[config.mk]
export PLATFORM = sky130hd
export DESIGN_NAME = coin_credit_accumulator
export DESIGN_NICKNAME = d
export VERILOG_FILES = /design/src/design/cca_pkg.sv /design/src/design/cca_ctrl.sv /design/src/design/cca_datapath.sv /design/src/design/coin_credit_accumulator.sv
export VERILOG_INCLUDE_DIRS = /design/src /design/src/design
export SDC_FILE = /design/constraint.sdc
export NUM_CORES = 1
export LEC_CHECK = 0
export BUFFER_PORTS_ARGS = -buffer_cell sky130_fd_sc_hd__buf_2
export CAP_MARGIN = 10
export CORE_UTILIZATION = 40
export DETAILED_ROUTE_END_ITERATION = 8
export SETUP_SLACK_MARGIN = 0.02
export SKIP_LAST_GASP = 1
export SYNTH_ARGS = -nofsm -noshare
export SYNTH_HDL_FRONTEND = slang
export SYNTH_HIERARCHICAL = 1
export SYNTH_SLANG_ARGS = --single-unit
export TNS_END_PERCENT = 5
[constraint.sdc]
create_clock -name clk_i -period 7.51 [get_ports clk_i]
set_input_delay 0.751 -clock clk_i [delete_from_list [all_inputs] [get_ports clk_i]]
set_output_delay 0.751 -clock clk_i [all_outputs]
set_load 0.01 [all_outputs]
[src/design/coin_credit_accumulator_defines.svh]
// Assertion macros of the coin credit accumulator, used by the controller.
`ifndef COIN_CREDIT_ACCUMULATOR_DEFINES_SVH
`define COIN_CREDIT_ACCUMULATOR_DEFINES_SVH

`ifndef SYNTHESIS

// Concurrent assertion on an explicit clock and active-low reset.
`define CCA_ASSERT_CLK(lbl, clk, rst_n, prop, msg) \
  lbl: assert property (@(posedge clk) disable iff (!rst_n) prop) else $error(msg);

// Concurrent assertion on the block clock and reset.
`define CCA_ASSERT(lbl, prop, msg) \
  `CCA_ASSERT_CLK(lbl, clk_i, rst_ni, prop, msg)

`else

`define CCA_ASSERT_CLK(lbl, clk, rst_n, prop, msg)
`define CCA_ASSERT(lbl, prop, msg)

`endif

`endif

[src/design/cca_pkg.sv]
// Types, constants and command/status structs of the coin credit accumulator.
`timescale 1ns / 1ps
`default_nettype none

package cca_pkg;

  // Number of coin slots carried in the slot value register
  localparam int NumSlots = 4;

  // Restoring divider: one quotient bit per step over a 9-bit dividend
  localparam int DivSteps = 9;
  localparam int DivCntW  = $clog2(DivSteps);

  // Stream payload widths
  localparam int InDataW  = 8;
  localparam int InUserW  = 2;
  localparam int OutDataW = 24;

  // Configuration port
  localparam int CfgIdxW  = 3;
  localparam int CfgDataW = 32;

  // Register reset values
  localparam logic [7:0]  MaxCreditsRst     = 8'd10;
  localparam logic [7:0]  UnitsPerCreditRst = 8'd1;
  localparam logic [7:0]  UnitsPerBonusRst  = 8'd0;
  localparam logic [7:0]  BonusCreditsRst   = 8'd0;
  localparam logic        FreePlayRst       = 1'b0;
  localparam logic [31:0] SlotValuesRst     = 32'h0101_0101;

  // Item kinds
  typedef enum logic [1:0] {
    KIND_COIN        = 2'd0,
    KIND_REMOVE      = 2'd1,
    KIND_CLEAR_ALL   = 2'd2,
    KIND_CLEAR_UNITS = 2'd3
  } kind_e;

  // Register indexes
  typedef enum logic [CfgIdxW-1:0] {
    REG_CREDIT_CAP   = 3'd0,
    REG_CREDIT_PRICE = 3'd1,
    REG_BONUS_SPAN   = 3'd2,
    REG_BONUS_AWARD  = 3'd3,
    REG_OPEN_PLAY    = 3'd4,
    REG_SLOT_VALUES  = 3'd5
  } reg_idx_e;

  // Divisor selection for the shared divider
  typedef enum logic {
    DIV_CREDIT = 1'b0,
    DIV_BONUS  = 1'b1
  } div_sel_e;

  // Commands from the controller to the datapath
  typedef struct packed {
    logic     in_load;    // capture the input transaction
    logic     exec;       // apply the item kind, add coin units
    logic     div_start;  // load divider from the selected counter
    div_sel_e div_sel;
    logic     div_step;   // one restoring step
    logic     bonus_wb;   // bonus remainder back, product of blocks
    logic     bonus_add;  // saturating add of bonus credits
    logic     credit_wb;  // unit remainder back, capped credit add
    logic     out_load;   // load the output register
  } cca_cmd_t;

  // Status from the datapath to the controller
  typedef struct packed {
    logic coin_go;   // coin is counted
    logic bonus_en;  // bonus blocks are enabled
    logic div_last;  // divider is on its last step
  } cca_stat_t;

endpackage

`default_nettype wire

[src/design/cca_ctrl.sv]
// Sequencing state machine of the coin credit accumulator.
`timescale 1ns / 1ps
`default_nettype none
`include "coin_credit_accumulator_defines.svh"

module cca_ctrl
  import cca_pkg::*;
(
  input  wire logic      clk_i,
  input  wire logic      rst_ni,
  input  wire logic      in_valid_i,
  output logic           in_ready_o,
  output logic           out_valid_o,
  input  wire logic      out_ready_i,
  input  wire cca_stat_t stat_i,
  output cca_cmd_t       cmd_o
);

  typedef enum logic [9:0] {
    S_IDLE   = 10'b00_0000_0001,
    S_LOAD   = 10'b00_0000_0010,
    S_BSTART = 10'b00_0000_0100,
    S_BDIV   = 10'b00_0000_1000,
    S_BMUL   = 10'b00_0001_0000,
    S_BADD   = 10'b00_0010_0000,
    S_CSTART = 10'b00_0100_0000,
    S_CDIV   = 10'b00_1000_0000,
    S_CFIN   = 10'b01_0000_0000,
    S_DONE   = 10'b10_0000_0000
  } state_e;

  state_e state_q, state_d;
  logic   out_valid_q, out_valid_d;
  logic   in_fire;

  assign in_ready_o  = (state_q == S_IDLE);
  assign in_fire     = in_valid_i & in_ready_o;
  assign out_valid_o = out_valid_q;

  // Next state and commands
  always_comb begin
    state_d = state_q;
    cmd_o   = '0;
    unique case (state_q)
      S_IDLE: begin
        if (in_valid_i) begin
          cmd_o.in_load = 1'b1;
          state_d       = S_LOAD;
        end
      end
      S_LOAD: begin
        cmd_o.exec = 1'b1;
        if (!stat_i.coin_go) begin
          state_d = S_DONE;
        end else if (stat_i.bonus_en) begin
          state_d = S_BSTART;
        end else begin
          state_d = S_CSTART;
        end
      end
      S_BSTART: begin
        cmd_o.div_start = 1'b1;
        cmd_o.div_sel   = DIV_BONUS;
        state_d         = S_BDIV;
      end
      S_BDIV: begin
        cmd_o.div_step = 1'b1;
        if (stat_i.div_last) begin
          state_d = S_BMUL;
        end
      end
      S_BMUL: begin
        cmd_o.bonus_wb = 1'b1;
        state_d        = S_BADD;
      end
      S_BADD: begin
        cmd_o.bonus_add = 1'b1;
        state_d         = S_CSTART;
      end
      S_CSTART: begin
        cmd_o.div_start = 1'b1;
        cmd_o.div_sel   = DIV_CREDIT;
        state_d         = S_CDIV;
      end
      S_CDIV: begin
        cmd_o.div_step = 1'b1;
        if (stat_i.div_last) begin
          state_d = S_CFIN;
        end
      end
      S_CFIN: begin
        cmd_o.credit_wb = 1'b1;
        state_d         = S_DONE;
      end
      S_DONE: begin
        // Wait for the output register to be free
        if (!out_valid_q || out_ready_i) begin
          cmd_o.out_load = 1'b1;
          state_d        = S_IDLE;
        end
      end
      default: begin
        state_d = S_IDLE;
      end
    endcase
  end

  // Output register occupancy
  always_comb begin
    out_valid_d = out_valid_q;
    if (cmd_o.out_load) begin
      out_valid_d = 1'b1;
    end else if (out_ready_i) begin
      out_valid_d = 1'b0;
    end
  end

  always_ff @(posedge clk_i or negedge rst_ni) begin
    if (!rst_ni) begin
      state_q     <= S_IDLE;
      out_valid_q <= 1'b0;
    end else begin
      state_q     <= state_d;
      out_valid_q <= out_valid_d;
    end
  end

  `CCA_ASSERT(a_accept_to_load, in_fire |=> (state_q == S_LOAD), "accepted item did not start")
  `CCA_ASSERT(a_no_overwrite, cmd_o.out_load |-> (!out_valid_q || out_ready_i), "result overwritten")
  `CCA_ASSERT(a_cdiv_to_fin, (state_q == S_CDIV && stat_i.div_last) |=> (state_q == S_CFIN), "credit division did not finish")
  `CCA_ASSERT(a_load_valid, cmd_o.out_load |=> out_valid_q, "loaded result not valid")

endmodule

`default_nettype wire

[src/design/cca_datapath.sv]
// Counters, configuration registers, shared divider and output register.
`timescale 1ns / 1ps
`default_nettype none

module cca_datapath
  import cca_pkg::*;
(
  input  wire logic                clk_i,
  input  wire logic                rst_ni,
  input  wire logic                cfg_we_i,
  input  wire logic [CfgIdxW-1:0]  cfg_index_i,
  input  wire logic [CfgDataW-1:0] cfg_data_i,
  input  wire logic [InDataW-1:0]  in_data_i,
  input  wire logic [InUserW-1:0]  in_user_i,
  input  wire cca_cmd_t            cmd_i,
  output cca_stat_t                stat_o,
  output logic [OutDataW-1:0]      out_data_o
);

  // Configuration registers
  logic [7:0]  credit_cap_q;
  logic [7:0]  credit_price_q;
  logic [7:0]  bonus_span_q;
  logic [7:0]  bonus_award_q;
  logic        open_play_q;
  logic [31:0] slot_values_q;

  always_ff @(posedge clk_i or negedge rst_ni) begin
    if (!rst_ni) begin
      credit_cap_q   <= MaxCreditsRst;
      credit_price_q <= UnitsPerCreditRst;
      bonus_span_q   <= UnitsPerBonusRst;
      bonus_award_q  <= BonusCreditsRst;
      open_play_q    <= FreePlayRst;
      slot_values_q  <= SlotValuesRst;
    end else if (cfg_we_i) begin
      unique case (cfg_index_i)
        REG_CREDIT_CAP:   credit_cap_q   <= cfg_data_i[7:0];
        REG_CREDIT_PRICE: credit_price_q <= cfg_data_i[7:0];
        REG_BONUS_SPAN:   bonus_span_q   <= cfg_data_i[7:0];
        REG_BONUS_AWARD:  bonus_award_q  <= cfg_data_i[7:0];
        REG_OPEN_PLAY:    open_play_q    <= cfg_data_i[0];
        REG_SLOT_VALUES:  slot_values_q  <= cfg_data_i;
        default: ;
      endcase
    end
  end

  // Accounting state
  logic [7:0]  credit_q;
  logic [8:0]  unit_q, bonus_q;
  logic [16:0] prod_q;
  logic [7:0]  paid_q;
  logic        partial_q, ignored_q;

  // Captured input transaction
  kind_e      kind_q;
  logic [1:0] slot_q;
  logic       tilt_q;

  always_ff @(posedge clk_i) begin
    if (cmd_i.in_load) begin
      kind_q <= kind_e'(in_user_i[1:0]);
      slot_q <= in_data_i[1:0];
      tilt_q <= in_data_i[2];
    end
  end

  // Coin decode
  logic       slot_ok, at_cap, coin_go, coin_ign;
  logic [7:0] slot_units;

  assign slot_ok    = (int'(slot_q) < NumSlots);
  assign at_cap     = (credit_q >= credit_cap_q);
  assign coin_go    = (kind_q == KIND_COIN) && slot_ok && !tilt_q && !at_cap;
  assign coin_ign   = (kind_q == KIND_COIN) && slot_ok && (tilt_q || at_cap);
  assign slot_units = slot_values_q[{slot_q, 3'b000} +: 8];

  // Shared restoring divider, one quotient bit per step
  logic [7:0]         div_q, rem_q;
  logic [8:0]         quo_q, trial;
  logic [DivCntW-1:0] cnt_q;
  logic               ge;
  logic [8:0]         diff;

  assign trial = {rem_q, quo_q[8]};
  assign ge    = (trial >= {1'b0, div_q});
  assign diff  = trial - {1'b0, div_q};

  always_ff @(posedge clk_i) begin
    if (cmd_i.div_start) begin
      rem_q <= '0;
      cnt_q <= '0;
      if (cmd_i.div_sel == DIV_BONUS) begin
        div_q <= bonus_span_q;
        quo_q <= bonus_q;
      end else begin
        div_q <= (credit_price_q == 8'd0) ? 8'd1 : credit_price_q;
        quo_q <= unit_q;
      end
    end else if (cmd_i.div_step) begin
      rem_q <= ge ? diff[7:0] : trial[7:0];
      quo_q <= {quo_q[7:0], ge};
      cnt_q <= cnt_q + DivCntW'(1);
    end
  end

  logic [17:0] bonus_sum;
  logic [7:0]  room, conv_add;

  assign bonus_sum = {10'd0, credit_q} + {1'b0, prod_q};
  assign room      = credit_cap_q - credit_q;
  assign conv_add  = (quo_q < {1'b0, room}) ? quo_q[7:0] : room;

  always_ff @(posedge clk_i or negedge rst_ni) begin
    if (!rst_ni) begin
      credit_q <= '0;
      unit_q   <= '0;
      bonus_q  <= '0;
    end else begin
      if (cmd_i.exec) begin
        unique case (kind_q)
          KIND_COIN: begin
            if (coin_go) begin
              unit_q <= unit_q + {1'b0, slot_units};
              if (bonus_span_q != 8'd0) begin
                bonus_q <= bonus_q + {1'b0, slot_units};
              end
            end
          end
          KIND_REMOVE: begin
            if (credit_q != 8'd0) begin
              credit_q <= credit_q - 8'd1;
            end
          end
          KIND_CLEAR_ALL: begin
            credit_q <= '0;
            unit_q   <= '0;
            bonus_q  <= '0;
          end
          KIND_CLEAR_UNITS: begin
            unit_q  <= '0;
            bonus_q <= '0;
          end
          default: ;
        endcase
      end
      // Bonus remainder returns to its counter
      if (cmd_i.bonus_wb) begin
        bonus_q <= {1'b0, rem_q};
      end
      // Bonus credits ignore the cap but saturate at full scale
      if (cmd_i.bonus_add) begin
        credit_q <= (bonus_sum > 18'd255) ? 8'hFF : bonus_sum[7:0];
      end
      // Conversions add credits only up to the cap
      if (cmd_i.credit_wb) begin
        unit_q <= {1'b0, rem_q};
        if (!at_cap) begin
          credit_q <= credit_q + conv_add;
        end
      end
    end
  end

  // Product of bonus blocks and bonus credits, and coin flags
  always_ff @(posedge clk_i) begin
    if (cmd_i.bonus_wb) begin
      prod_q <= {8'd0, quo_q} * {9'd0, bonus_award_q};
    end
    if (cmd_i.exec) begin
      paid_q    <= '0;
      partial_q <= 1'b0;
      ignored_q <= coin_ign;
    end
    if (cmd_i.credit_wb) begin
      paid_q    <= quo_q[8] ? 8'hFF : quo_q[7:0];
      partial_q <= (quo_q == 9'd0);
    end
  end

  // Output register
  always_ff @(posedge clk_i) begin
    if (cmd_i.out_load) begin
      out_data_o <= {5'd0, ignored_q, partial_q, paid_q,
                     (open_play_q || credit_q != 8'd0), credit_q};
    end
  end

  assign stat_o.coin_go  = coin_go;
  assign stat_o.bonus_en = (bonus_span_q != 8'd0);
  assign stat_o.div_last = (cnt_q == DivCntW'(DivSteps - 1));

endmodule

`default_nettype wire

[src/design/coin_credit_accumulator.sv]
// Coin credit accumulator: item in, controller and datapath, one result out.
//
// Input stream: one event per transaction. tuser carries the kind (coin,
// remove credit, clear all, clear units); tdata carries the coin slot and
// the slam tilt flag. Output stream: one result per accepted item with the
// credit count, availability, conversions made and the coin flags.
// Configuration writes go through the cfg channel (always ready); the user must
// make them while no item is in flight, as the block itself does not enforce it.
// Path: a non-coin item or a dropped coin goes straight from the load state to
// the result; a counted coin runs a credit division, and when the bonus is
// enabled a bonus division first: each division runs 9 steps of a shared
// restoring divider, one quotient bit a cycle.
// One item is processed at a time; the input is ready again the cycle after
// the result is loaded.
// The output register holds a finished result while the receiver stalls,
// and the block still accepts and processes the next item; that item waits
// for the register to empty before it is delivered.
// Reset clears the credit and unit counters, loads the register defaults
// and empties the output register.
`timescale 1ns / 1ps
`default_nettype none

module coin_credit_accumulator
  import cca_pkg::*;
(
  input  wire logic                clk_i,
  input  wire logic                rst_ni,
  // configuration write channel
  input  wire logic                cfg_valid_i,
  output logic                     cfg_ready_o,
  input  wire logic [CfgIdxW-1:0]  cfg_index_i,
  input  wire logic [CfgDataW-1:0] cfg_data_i,
  // input stream
  input  wire logic                s_axis_tvalid,
  output logic                     s_axis_tready,
  // [1:0] coin_slot, [2] after_slam_tilt, [7:3] zero
  input  wire logic [InDataW-1:0]  s_axis_tdata,
  // [1:0] kind
  input  wire logic [InUserW-1:0]  s_axis_tuser,
  // output stream
  output logic                     m_axis_tvalid,
  input  wire logic                m_axis_tready,
  // [7:0] credit_count, [8] credits_available, [16:9] paid_credits_added,
  // [17] partial_credit, [18] coin_ignored, [23:19] zero
  output logic [OutDataW-1:0]      m_axis_tdata
);

  cca_cmd_t  cmd;
  cca_stat_t stat;

  assign cfg_ready_o = 1'b1;

  cca_ctrl u_ctrl (
    .clk_i       (clk_i),
    .rst_ni      (rst_ni),
    .in_valid_i  (s_axis_tvalid),
    .in_ready_o  (s_axis_tready),
    .out_valid_o (m_axis_tvalid),
    .out_ready_i (m_axis_tready),
    .stat_i      (stat),
    .cmd_o       (cmd)
  );

  cca_datapath u_datapath (
    .clk_i       (clk_i),
    .rst_ni      (rst_ni),
    .cfg_we_i    (cfg_valid_i & cfg_ready_o),
    .cfg_index_i (cfg_index_i),
    .cfg_data_i  (cfg_data_i),
    .in_data_i   (s_axis_tdata),
    .in_user_i   (s_axis_tuser),
    .cmd_i       (cmd),
    .stat_o      (stat),
    .out_data_o  (m_axis_tdata)
  );

endmodule

`default_nettype wire

==> impl_metrics.ini <==
[status]
status = finished, violations left
violations = DRC

[final_layout]
drive_gt1_frac = 0.189
regArea_sq_um = 4840
nNetsFinal = 1422
final_util = 0.452
fill_cells = 2864
multi_input_area_sq_um = 7220
syn_to_final_growth_pct = 10.1
final_common_cell = inv_1
antenna_cells_inserted = 0
layout_common_cells = inv_1 (103), ha_1 (101), dfrtp_1 (94)

[clock_network]
cts_resized = 0
clock-sinks = 182
ctsHoldBuffers = 0
cts-htree-levels = 4
cts_buffers = 17
cts_setup_buffers = 0
cts_tree = yes
clock_path_buffers = 2
root_buffer = clkbuf_16
clock_latency_ns = 0.44
cts.clk_slew.worst_paths_ns = 0.08

[synthesis]
synth_area_leaders = dfrtp_1 (19%), edfxtp_1 (16%), ha_1 (10%), fa_1 (7.6%), mux2_2 (6.3%)
synthAdderAreaFrac = 0.176
synth_area_sq_um = 12700
synthFlopType = dfrtp_1
synth-seq-cells = 182
yosys.area_share.xor_xnor = 0.0373
synth_compound_area_frac = 0.112
syn_area_per_cell_sq_um = 10.8
ys_types = 90
ys_seq_area_frac = 0.383
ys_warn_count = 6
synthMuxAreaShare = 0.0983
yosysTopAreaCell = dfrtp_1
synth_top_family_by_area = adder cells
yosysTopAreaCellShare = 0.186
netlist_instances = 1176
async_flop_share = 0.560
synth-simple-area-share = 0.143
synth_edf_count = 68

[floorplan]
rows = 64
ios = 77
start_util = 0.411
die_w_um = 180
chipHeight_um = 180
core_area_sq_um = 30800
dieArea_sq_um = 32400

[timing]
holdWs_ns = 0.257
min_period_over_period = 0.663
rsz0062_at_grt = false
setup-violations-final = 0
relSlewSlack = 0.327
hold_viol_final = 0
fmax_ghz = 0.201
worst_pin_slew_ns = 0.995
slew_viol_final = 0
fin_skew_ns = 0.0145
fin_crit_ns = 4.98
timing.setup.tns_ns = 0

[detailed_routing]
routed_wl_mm = 28.4
drtAntennaViolNets = 0
via_per_inst = 5.36
wl_per_cell_um = 17.4
drtIter0Drc = 525
drcViolationCount = 2
drtPass1Iterations = 7
dr_total_vias = 8740

[min_path]
min_path_type = in2async

[power_and_ir_drop]
power_mw = 5.09
ir_worst_vdd_mv = 0.154
p_per_area_nw_per_um2 = 365
cellLeakagePower_nw = 6.16

[critical_path]
cpMaxStageDelayCell = dfrtp_1
timing.rr.start = u_datapath/credit_q[1]
r2r_slack_ns = 2.53
cp-end-kind = flip-flop
critPathLaunch = u_datapath/credit_q[1]
r2r-end = u_datapath/credit_q[6]
path_buf_inv = 1
crit_cells = 22
worstRegToRegCells = 22
slowest_delay_ns = 0.55
crit_family = compound AO/OA/AOI/OAI gates
cpMostUsedCell = a21oi_1
worstPathArrival_ns = 5.35
crit_path_start_kind = flip-flop
worstPathMaxFanout = 10
path_cells = inv_1, fa_1, a21o_1, a21oi_2, o21bai_1, a21oi_1, xor2_1, ha_1, or4_4, a21oi_4, a21oi_4, nor2_1, a21oi_1, ha_1, fa_1, a21o_1, a21oi_1, o21bai_1, a21oi_1, xnor2_1, nor2_1, a31oi_1
worst-setup-path-type = reg2reg
cp-endpoint = u_datapath/credit_q[6]
required_ns = 7.88

[global_route]
grt_usage = 0.181
grt_max_degree = 66
grt.overflow.total = 0
grt_pass1_wl_mm = 46.5
antenna_found_initial = 0
grt_pass1_vias = 8812

[placed_design]
dp_hpwl_mm = 21.7
place.gp.congestion = 0.883
port_buffers = 65

[run]
drv_cap = 0
-- power breakdown --
group | switching (mW) | internal, mW | total (mW)
Combinational | 1.44 | 1.25 | 2.69
Sequential | 0.207 | 1.28 | 1.49
Clock | 0.458 | 0.452 | 0.910
-- cell families after synthesis --
| kind of cell | after synthesis |
|---|---|
| simple gates | 337 |
| xor+xnor | 54 |
| buf+inv | 154 |
| compound gates | 193 |
| fa+ha+maj | 149 |
| mux | 105 |
| other cells | 2 |
| flops | 182 |
-- registers in the layout, summed over array words and instances (netlist names), 9 cells and up --
| name | cells |
|---|---|
| u_ctrl/state_q | 10 |
| u_datapath/bonus_q | 9 |
| u_datapath/out_data_o | 19 |
| u_datapath/prod_q | 17 |
| u_datapath/quo_q | 9 |
| u_datapath/slot_values_q | 32 |
| u_datapath/unit_q | 9 |
-- how the worst min path moves through the flow --
stage                                    to  slack (ns)  depth (start not counted)
3_3_place_gp       u_datapath/out_data_o[9]        0.40                          0
2_1_floorplan     u_datapath/out_data_o[10]        0.40                          0
4_1_cts        u_datapath/slot_values_q[21]        0.25                          1
5_1_grt        u_datapath/slot_values_q[19]        0.27                          1
3_5_place_dp       u_datapath/out_data_o[9]        0.41                          0
6_report       u_datapath/slot_values_q[21]        0.26                          1
-- layer usage --
layer	up-vias	global-route usage	routed length [um]
met1	4318	0.238	13100
met3	30	0.0255	950
met2	152	0.306	13800
met5	-	0	0
met4	0	0.0624	612
li1	4240	-	-
-- worst reg2reg max path, cell delays in order (launching register included) --
cell and delay, ns:
dfrtp_1 0.55, inv_1 0.21, fa_1 0.47, a21o_1 0.21
a21oi_2 0.22, o21bai_1 0.09, a21oi_1 0.18, xor2_1 0.12
ha_1 0.21, or4_4 0.52, a21oi_4 0.15, a21oi_4 0.13
nor2_1 0.12, a21oi_1 0.06, ha_1 0.22, fa_1 0.41
a21o_1 0.18, a21oi_1 0.23, o21bai_1 0.09, a21oi_1 0.18
xnor2_1 0.16, nor2_1 0.06, a31oi_1 0.15
-- cell usage after synthesis, types with 21 or more instances --
master    instances
ha_1            101
clkbuf_1         35
and2_1           40
nand3_1          21
nor3_1           27
mux2i_1          25
nor2_1           75
fa_1             48
o21ai_0          23
xnor2_1          37
dfrtp_1          94
nand2_1          78
edfxtp_1         68
mux2_2           71
a21oi_1          38
a21o_1           21
inv_1           103
-- area by class of cell --
cell class	instances	share of cell area
clock buffer	17	0.0305
inverter	104	0.0280
sequential	182	0.347
multi-input combinational	844	0.518
clock inverter	15	0.0127
tap	396	0.0355
timing repair buffer	74	0.0283
-- metrics by stage --
step,instance area (sq um),setup WS (ns),instances
global placement,13300,2.65,1600
global route,13900,2.23,1632
floorplan,12700,3.06,1180
CTS,13900,2.55,1632
finish,13900,2.53,1632
detailed placement,13300,2.58,1600
(Power assumes the default switching activity.)
